--- src/hdl/smx_pkg.sv ---
package smx_pkg;

	// Data word and stack geometry.
	localparam int WORD_W      = 32;
	localparam int STACK_DEPTH = 128;
	localparam int ADDR_W      = $clog2(STACK_DEPTH);
	localparam int SP_W        = $clog2(STACK_DEPTH + 1);
	localparam int CNT_W       = $clog2(WORD_W);

	localparam logic [WORD_W-1:0] MIN_WORD = {1'b1, {(WORD_W-1){1'b0}}};

	// Instruction codes.
	typedef enum logic [4:0] {
		OP_NOP   = 5'd0,
		OP_PUSH  = 5'd1,
		OP_POP   = 5'd2,
		OP_COPY  = 5'd3,
		OP_PRINT = 5'd4,
		OP_HALT  = 5'd5,
		OP_ADD   = 5'd6,
		OP_SUB   = 5'd7,
		OP_QUOT  = 5'd8,
		OP_REM   = 5'd9,
		OP_AND   = 5'd10,
		OP_OR    = 5'd11,
		OP_NOT   = 5'd12,
		OP_EQ    = 5'd13,
		OP_NE    = 5'd14,
		OP_LT    = 5'd15,
		OP_LE    = 5'd16,
		OP_GT    = 5'd17,
		OP_GE    = 5'd18
	} opcode_t;

	// Error codes reported with each result.
	typedef enum logic [1:0] {
		ERR_NONE      = 2'd0,
		ERR_OVERFLOW  = 2'd1,
		ERR_UNDERFLOW = 2'd2,
		ERR_DIVZERO   = 2'd3
	} err_t;

	// Sequencer states.
	typedef enum logic [2:0] {
		ST_IDLE,
		ST_FETCH,
		ST_EXEC,
		ST_DIV,
		ST_WB
	} state_t;

	// Divider request and response.
	typedef struct packed {
		logic              start;
		logic [WORD_W-1:0] dividend;
		logic [WORD_W-1:0] divisor;
	} div_req_t;

	typedef struct packed {
		logic              done;
		logic [WORD_W-1:0] quotient;
		logic [WORD_W-1:0] remainder;
	} div_rsp_t;

endpackage

--- src/hdl/smx_divider.sv ---
module smx_divider import smx_pkg::*; (
	input  logic     clk,
	input  logic     arst_n,
	input  div_req_t req,
	output div_rsp_t rsp
);

	logic [WORD_W-1:0] rem_q;
	logic [WORD_W-1:0] quo_q;
	logic [WORD_W-1:0] dvs_q;
	logic [CNT_W-1:0]  cnt_q;
	logic              busy_q;
	logic              done_q;
	logic [WORD_W:0]   shifted;
	logic [WORD_W:0]   diff;

	// Restoring step: shift in the next dividend bit and try to subtract.
	always_comb begin
		shifted = {rem_q, quo_q[WORD_W-1]};
		diff    = shifted - {1'b0, dvs_q};
	end

	// Control: start loads the operands, one quotient bit per cycle.
	always_ff @(posedge clk or negedge arst_n) begin
		if (!arst_n) begin
			busy_q <= 1'b0;
			done_q <= 1'b0;
			cnt_q  <= '0;
		end else begin
			done_q <= 1'b0;
			if (req.start) begin
				busy_q <= 1'b1;
				cnt_q  <= '0;
			end else if (busy_q) begin
				cnt_q <= cnt_q + CNT_W'(1);
				if (cnt_q == CNT_W'(WORD_W - 1)) begin
					busy_q <= 1'b0;
					done_q <= 1'b1;
				end
			end
		end
	end

	// Datapath registers for partial remainder and quotient.
	always_ff @(posedge clk) begin
		if (req.start) begin
			rem_q <= '0;
			quo_q <= req.dividend;
			dvs_q <= req.divisor;
		end else if (busy_q) begin
			if (!diff[WORD_W]) begin
				rem_q <= diff[WORD_W-1:0];
				quo_q <= {quo_q[WORD_W-2:0], 1'b1};
			end else begin
				rem_q <= shifted[WORD_W-1:0];
				quo_q <= {quo_q[WORD_W-2:0], 1'b0};
			end
		end
	end

	assign rsp.done      = done_q;
	assign rsp.quotient  = quo_q;
	assign rsp.remainder = rem_q;

endmodule
--- config.mk ---
export PLATFORM = sky130hd
export DESIGN_NAME = smx_divider
export DESIGN_NICKNAME = d
export VERILOG_FILES = /design/src/hdl/smx_pkg.sv /design/src/hdl/smx_divider.sv
export SDC_FILE = /design/constraint.sdc
export NUM_CORES = 1
export LEC_CHECK = 0
export BUFFER_PORTS_ARGS = -buffer_cell sky130_fd_sc_hd__buf_2
export CAP_MARGIN = 20
export CORE_MARGIN = 8
export CORE_UTILIZATION = 40
export DETAILED_ROUTE_END_ITERATION = 7
export SYNTH_ARGS = -nofsm -noshare
export SYNTH_HDL_FRONTEND = slang
export SYNTH_SLANG_ARGS = --single-unit
--- constraint.sdc ---
create_clock -name clk -period 3.1 [get_ports clk]
set_input_delay 0.31 -clock clk [delete_from_list [all_inputs] [get_ports clk]]
set_output_delay 0.31 -clock clk [all_outputs]
set_load 0.01 [all_outputs]
==> results.md, run 1 <==
- MaxCap Viol Count: 0
- Reg2reg start: quo_q[31]$_DFFE_PP_
- Die ar.: 19,100 µm²
- FF-to-FF End: rem_q[8]$_SDFFE_PP0P_
- Post-route core utilization: 0.496
- Reg2Reg Setup Slack: ~0.13 ns
- Slew @ Worst Pin: between 0.7 and 0.8 ns
- Die height: ~140 µm
- Hold endpoint: dvs_q[8]$_DFFE_PP_
- Hold Crit Start: req[8]
- Hold Fails Final Rpt: 0
- Worst skew pair latency: approximately 0.37 ns
- Via Count: 4,978
- Worst endpoint required time: around 3.4 ns
- CTS buffer count: 9
- Ys async rst share: 0.0680
- Clock tree sinks: between 100 and 150
- CTS root buffer: clkbuf_16
- Hold Crit Class: in2reg
- I/O Pins: around 130
- Slowest stage delay, CP: 0.37 ns
- Core ar.: 14,500 µm²
- Maximum net fanout on the critical path: 16
- Pwr dens: 799 nW/µm²
- GRT overflow: 0
- Antenna Nets Post-Route: 0
- Area growth syn-to-layout: 20.7%
- Vias/cell: 5.43
- Initial antenna violation count: 0
- Sequential cell area: approximately 2700 µm²
- Layout cell share with drive strength beyond 1: 0.283
- Cells along the critical path: inv_1, ha_1, fa_2, nand2b_4, a21o_1, a211o_1, a21oi_2, o31ai_4, xnor2_2, buf_4, buf_12, or2_0, a311oi_1
- Port bufs: roughly 130
- Multi-input logic area: roughly 3000 µm²
- Avg WL per Cell: 16.7 µm
- Routed WL: between 15,000 and 20,000 µm
- DIE WIDTH: ~140 µm
- Setup WS post-layout: between 0.1 and 0.15 ns
- Top cells by count, synth: 64 x edfxtp_1, 63 x nand2_1, 47 x nor2_1, 45 x inv_1, 34 x ha_1
- Rows: between 40 and 50
- DRC viols: 0
- Final period utilization: 0.958
- Global-route wire length before repair: about 25,000 µm
- Setup violations, final: 0
- CP max-delay cell: edfxtp_1
- Dominant cells by area after synthesis: edfxtp_1 32%, dfxtp_1 11%, ha_1 7.1%, mux2_2 5.8%, nand2_1 4.0%
- Syn nets: 700
- Nets: between 800 and 900
- Worst Hold Depth: 1
- Yosys top cell area share: 0.322
- Cell area after synthesis: approximately 6000 µm²
- Warnings, synthesis: 0
- Cells after Synth: 598
- Synthesized flop and latch total: about 100
- Max Slew Vio Count: 0
- FILL cells: 1,405
- CTS H-tree depth: 3
- CTS tree: built
- Post-synth top area cell: edfxtp_1
- Vias in the first global route: about 5,200
- Clk_skew: 0.0197 ns
- EDFF count, synth: 64
- Iter 0 DRT Violations: about 370
- Crit path arrival time: between 3 and 4 ns
- Count leader, synth: edfxtp_1
- Crit. End Element: register
- Total GRT Usage: 0.159
- CP Class: reg2reg
- Fmax: between 300 and 400 MHz
- P_leak: 3.23 nW
- Initial Util: 0.411
- Crit path time final: ~3.0 ns
- Setup TNS: 0 ns
- Synth Area per Inst: 9.98 µm²
- Status: finished, final reports clean
- Cells on worst reg2reg path: 13
- Seq/Total Area, Yosys: 0.459
- Reg clk slew, reported paths: 0.09 ns
- Placer Congestion: 0.881
- Largest net degree at the start of global routing: between 40 and 50
- DP Worst Slack: slightly below 0.07 ns
- Clock tree buffer depth: 2
- VDD IR max: about 380 µV
- CP Launch Type: register
- Library cells used by synthesis: between 60 and 70
- Post-DP HPWL: around 12,000 µm
- First-pass detailed-route iteration total: 6
- Ant. Diodes: 0
- Relative slew slack: 0.490
- Top_reg_cell synth: edfxtp_1
==> worst max-delay path: cells and delay by family (launching register included) <==
| kind | cells | cell delay [ns] |
|---|---|---|
| compound gates | 5 | 1.05 |
| xor+xnor | 1 | 0.17 |
| simple gates | 2 | 0.38 |
| flops | 1 | 0.37 |
| buf+inv | 3 | 0.35 |
| fa+ha+maj | 2 | 0.57 |
==> kinds of logic after synthesis <==
| group | synth area share |
|---|---|
| adder cells (fa/ha/maj) | 0.0746 |
| AO/OA/AOI/OAI | 0.176 |
| multiplexers | 0.0635 |
| AND/OR/NAND/NOR | 0.144 |
| XOR/XNOR | 0.0335 |
| buffers and inverters | 0.0491 |
| flip-flops | 0.459 |
==> report_power, final <==
group / internal, mW / leakage (nW) / total (mW) / switching (mW)
clock network: 0.578 / 0.150 / 1.16 / 0.586
registers: 1.72 / 1.00 / 1.95 / 0.228
logic: 1.15 / 2.08 / 2.64 / 1.49
total: 3.45 / 3.23 / 5.76 / 2.30
==> routing by layer <==
layer / GRT usage / share of wire / vias to the layer above
met2: 0.259 / 0.48 / 141
met1: 0.191 / 0.45 / 2365
li1: - / - / 2457
met3: 0.0606 / 0.065 / 15
met5: 0 / 0 / -
met4: 0.0475 / 0.012 / 0
==> stage by stage <==
stage          instances  area, µm²  power (mW)  hold WS, ns
6_report             916       7200        5.76        0.114
5_1_grt              916       7200        6.20       0.0996
4_1_cts              914       7170        5.78        0.106
3_5_place_dp         897       6860        4.58        0.153
3_3_place_gp         897       6860        4.54        0.150
2_1_floorplan        598       5970        3.74       0.0144
==> layout make-up <==
| class | count | area share |
|---|---|---|
| clock inverters | 7 | 0.0113 |
| well taps | 184 | 0.0320 |
| multi-input cells | 422 | 0.410 |
| repair buffers | 146 | 0.111 |
| inverters | 45 | 0.0235 |
| clock buffers | 9 | 0.0313 |
| flip-flops and latches | 103 | 0.380 |
==> sequential cells by signal, summed over array words and instances (netlist names) <==
register / cells
cnt_q: 5
busy_q: 1
quo_q: 32
done_q: 1
dvs_q: 32
rem_q: 32
==> cells in the final DEF (no fill, tap or decap), types with 4 or more instances in the layout <==
cell | Yosys | layout
nand2_1 | 63 | 63
a21oi_1 | 30 | 30
nand3_1 | 16 | 16
o22ai_1 | 4 | 4
a21o_1 | 12 | 12
buf_2 | 6 | 130
o21ai_0 | 27 | 27
dfxtp_1 | 32 | 32
or3_1 | 7 | 7
and2_1 | 4 | 4
dfrtp_1 | 7 | 6
buf_4 | 3 | 12
nand4_1 | 7 | 7
nor3_1 | 5 | 5
clkbuf_16 | 0 | 9
and3_1 | 7 | 7
a211oi_1 | 6 | 6
edfxtp_1 | 64 | 64
nand2b_1 | 12 | 11
a31oi_1 | 5 | 5
ha_1 | 34 | 34
a311oi_1 | 24 | 24
xor2_1 | 11 | 11
nor2_1 | 47 | 47
o211ai_1 | 5 | 5
xnor2_1 | 10 | 9
mux2_2 | 31 | 31
inv_1 | 45 | 45
==> worst max path at each step <==
stage	start	endpoint	slack, ns
finish	quo_q[31]$_DFFE_PP_	rem_q[8]$_SDFFE_PP0P_	0.13
global route	quo_q[31]$_DFFE_PP_	rem_q[8]$_SDFFE_PP0P_	-0.04
CTS	quo_q[31]$_DFFE_PP_	rem_q[12]$_SDFFE_PP0P_	0.01
detailed placement	quo_q[31]$_DFFE_PP_	rem_q[24]$_SDFFE_PP0P_	0.07
global placement	quo_q[31]$_DFFE_PP_	rem_q[24]$_SDFFE_PP0P_	0.19
floorplan	quo_q[31]$_DFFE_PP_	rem_q[6]$_SDFFE_PP0P_	0.30
==> repair_timing <==
action	CTS	global route
endpoints found under the setup margin	0	22
endpoints found under the hold margin	7	0
hold buffers	1	0
buffers inserted	0	2
resized for setup	0	3
Power figures use the tool's default switching activity.
==> inputs of run 2 (changes only) <==
- ABC_AREA: default -> 1
- CORE_MARGIN: 8 -> 2
==> run 2 against run 1 <==
Power is 45% lower. Fmax grew 12%. Clock skew fell by 0.010 ns. Synthesized area rose by 16%. Utilization fell by 2.5 points. Via count grew 25%. Die area shrank 3.9%. Sequential share of layout area is 4.1 points lower. Clock-buffer cell count up 1. Critical path depth up 2. Highest routed layer unchanged.
==> results.md, run 2 <==
- Setup violations, final: 0
- CTS buffer count: 9
- Nets: approximately 1,300
- Die height: ~140 µm
- Post-cts gate resize count: 0
- Clk_skew: about 0.0097 ns
- Synth Area in Adders: 0.0645
- CTS root buffer: clkbuf_16
- Dominant cells by area after synthesis: edfxtp_1 28%, nand2_1 25%, inv_1 11%, dfxtp_1 9.3%, ha_1 6.2%
- Post-route core utilization: 0.471
- Antenna Nets Post-Route: 0
- Cell area after synthesis: slightly below 7000 µm²
- DRC viols: 0
- Crit. End Element: register
- Pwr dens: just under 400 nW/µm²
- Hold Crit Class: in2reg
- Reg2reg start: quo_q[31]$_DFFE_PP_
- CTS H-tree depth: 3
- Worst skew pair latency: 0.36 ns
- Initial Util: 0.404
- Seq/Total Area, Yosys: 0.396
- CP Launch Type: register
- FF-to-FF End: quo_q[0]$_DFFE_PP_
- Layout cell share with drive strength beyond 1: 0.152
- Most common cell after layout, fill and taps aside: nand2_1
- Top cells by count, synth: 463 x nand2_1, 211 x inv_1, 64 x edfxtp_1, 58 x nand3_1, 44 x nor2_1
- CP Class: reg2reg
- Yosys top cell area share: 0.278
- Synthesized flop and latch total: just over 100
- Final period utilization: 0.852
- Cells after Synth: 1,030
- Placer Congestion: about 0.90
- RSZ-0062 raised after global routing: no
- CP startpoint: quo_q[31]$_DFFE_PP_
- Design Power: ~3.2 mW
- Max Slew Vio Count: 0
- DIE WIDTH: ~140 µm
- Post-DP HPWL: between 10,000 and 15,000 µm
- Setup TNS: 0 ns
- Vias/cell: 4.48
- Post-synth top area cell: edfxtp_1
- Vias in the first global route: between 6,000 and 7,000
- Cells on worst reg2reg path: 15
- CTS tree: built
- Xor-xnor portion of the synthesized cell area: 0.0190
- Relative slew slack: 0.353
- Setup WS post-layout: 0.460 ns
- Warnings, synthesis: 0
- I/O Pins: roughly 130
- GRT overflow: 0
- Port bufs: about 130
- Ys async rst share: 0.0680
- VDD IR max: about 340 µV
- FILL cells: approximately 1,800
- Fmax: between 300 and 400 MHz
- Largest regs: dvs_q (32), quo_q (32), rem_q (32)
- Clock tree sinks: 103
- Global-route wire length before repair: 29,600 µm
- Fraction of synthesized area in multiplexers: 0
- Initial antenna violation count: 0
- Maximum net fanout on the critical path: 33
- P_leak: 4.63 nW
- Main combinational cell family by area after synthesis: simple AND/OR/NAND/NOR gates
- Die ar.: approximately 18,000 µm²
- Most frequent cells in the layout: 463 x nand2_1, 211 x inv_1, 131 x buf_2
- Area growth syn-to-layout: 16.6%
- Ant. Diodes: 0
- Rows: 48
- Routed WL: roughly 18,000 µm
- DP Worst Slack: between 0.4 and 0.5 ns
- Syn nets: 1,132
- Library cells used by synthesis: 36
- Worst endpoint required time: around 3.2 ns
- Clock tree buffer depth: 2
- Reg clk slew, reported paths: 0.08 ns
- EDFF count, synth: 64
- Iter 0 DRT Violations: 343
- MaxCap Viol Count: 0
- Count leader, synth: nand2_1
- Slew @ Worst Pin: 0.969 ns
- Largest net degree at the start of global routing: 34
- Synth Area per Inst: 6.71 µm²
- Avg WL per Cell: approximately 13 µm
- Setup crit end: quo_q[0]$_DFFE_PP_
- Crit path arrival time: ~2.7 ns
- Top_reg_cell synth: edfxtp_1
- First-pass detailed-route iteration total: 5
- Status: finished, final reports clean
- Via Count: around 6,200
- Reg2Reg Setup Slack: ~0.46 ns
- Hold Fails Final Rpt: 0
- Crit path time final: 2.64 ns
- Total GRT Usage: 0.205
- Synth Area in Compound Gates: 0.0239
- Synth Area in Simple Gates: 0.361
- Core ar.: between 15,000 and 20,000 µm²
## run 2: cell count changes after synthesis, moves of 10 or more
cell      delta
nand2_1    +400
inv_1      +166
nand3_1     +42
mux2_2      -31
a311oi_1    -24
o21ai_0     -21
nand2b_1    -12
a21o_1      -11
a21oi_1     -11
nand2_2     +10
## run 2: final cells by class
cell class                      instances  area (µm²)  area share
Timing Repair Buffer                  137         703      0.0873
Tap cell                              225         282      0.0349
Clock buffer                           10         229      0.0284
Clock inverter                          6        57.6     0.00714
Sequential cell                       103        2740       0.340
Inverter                              215         807       0.100
Multi-Input combinational cell        693        3240       0.402
## run 2: kinds of logic after synthesis
family | Yosys count
adder cells (fa/ha/maj) | 35
XOR/XNOR | 15
AND/OR/NAND/NOR | 612
buffers and inverters | 234
AO/OA/AOI/OAI | 31
flip-flops | 103
## run 2: timing repair
item,4_1_cts,5_1_grt
hold endpoints to repair,7,0
buffers inserted,0,0
hold buffers,1,0
## run 2: worst min-delay path by stage
stage	slack, ns	start	cells after the start	to
3_3_place_gp	0.15	arst_n	1	done_q$_DFF_PN0_
6_report	0.12	req[9]	1	dvs_q[9]$_DFFE_PP_
2_1_floorplan	0.01	arst_n	0	busy_q$_DFF_PN0_
5_1_grt	0.11	req[28]	1	dvs_q[28]$_DFFE_PP_
4_1_cts	0.11	req[26]	1	dvs_q[26]$_DFFE_PP_
3_5_place_dp	0.15	arst_n	1	done_q$_DFF_PN0_
## run 2: worst max-delay path: stages (launching register included)
cell and delay, ns:
edfxtp_1 0.35, inv_1 0.06, ha_1 0.22, fa_1 0.41
inv_1 0.09, nand2_1 0.05, nand2_1 0.11, nand3_1 0.10
nand2_2 0.11, nand2_1 0.06, nand2_1 0.11, nand2_2 0.09
nand2_2 0.10, nand2_2 0.07, nand2_4 0.34, o21ai_0 0.12
## run 2: report_power, final
| group | total, mW | internal [mW] | switching, mW | leakage (nW) |
|---|---|---|---|---|
| Combinational | 0.476 | 0.180 | 0.296 | 3.48 |
| Clock | 1.11 | 0.560 | 0.548 | 0.137 |
| Sequential | 1.59 | 1.55 | 0.0399 | 1.01 |
| Total | 3.17 | 2.29 | 0.884 | 4.63 |
## run 2: metal layers
layer  track usage  routed length (µm)  up-vias
met5             0                   0        -
met4        0.0596                 354        0
met3        0.0445                 940       23
met2         0.328                7650      130
met1         0.281                8810     2712
li1              -                   -     3356
## run 2: per-stage QoR
step / cells / hold slack (ns) / area, µm²
6_report: 1389 / 0.123 / 8060
5_1_grt: 1389 / 0.111 / 8060
4_1_cts: 1389 / 0.111 / 8060
3_5_place_dp: 1372 / 0.148 / 7760
3_3_place_gp: 1372 / 0.153 / 7760
2_1_floorplan: 1030 / 0.0144 / 6910
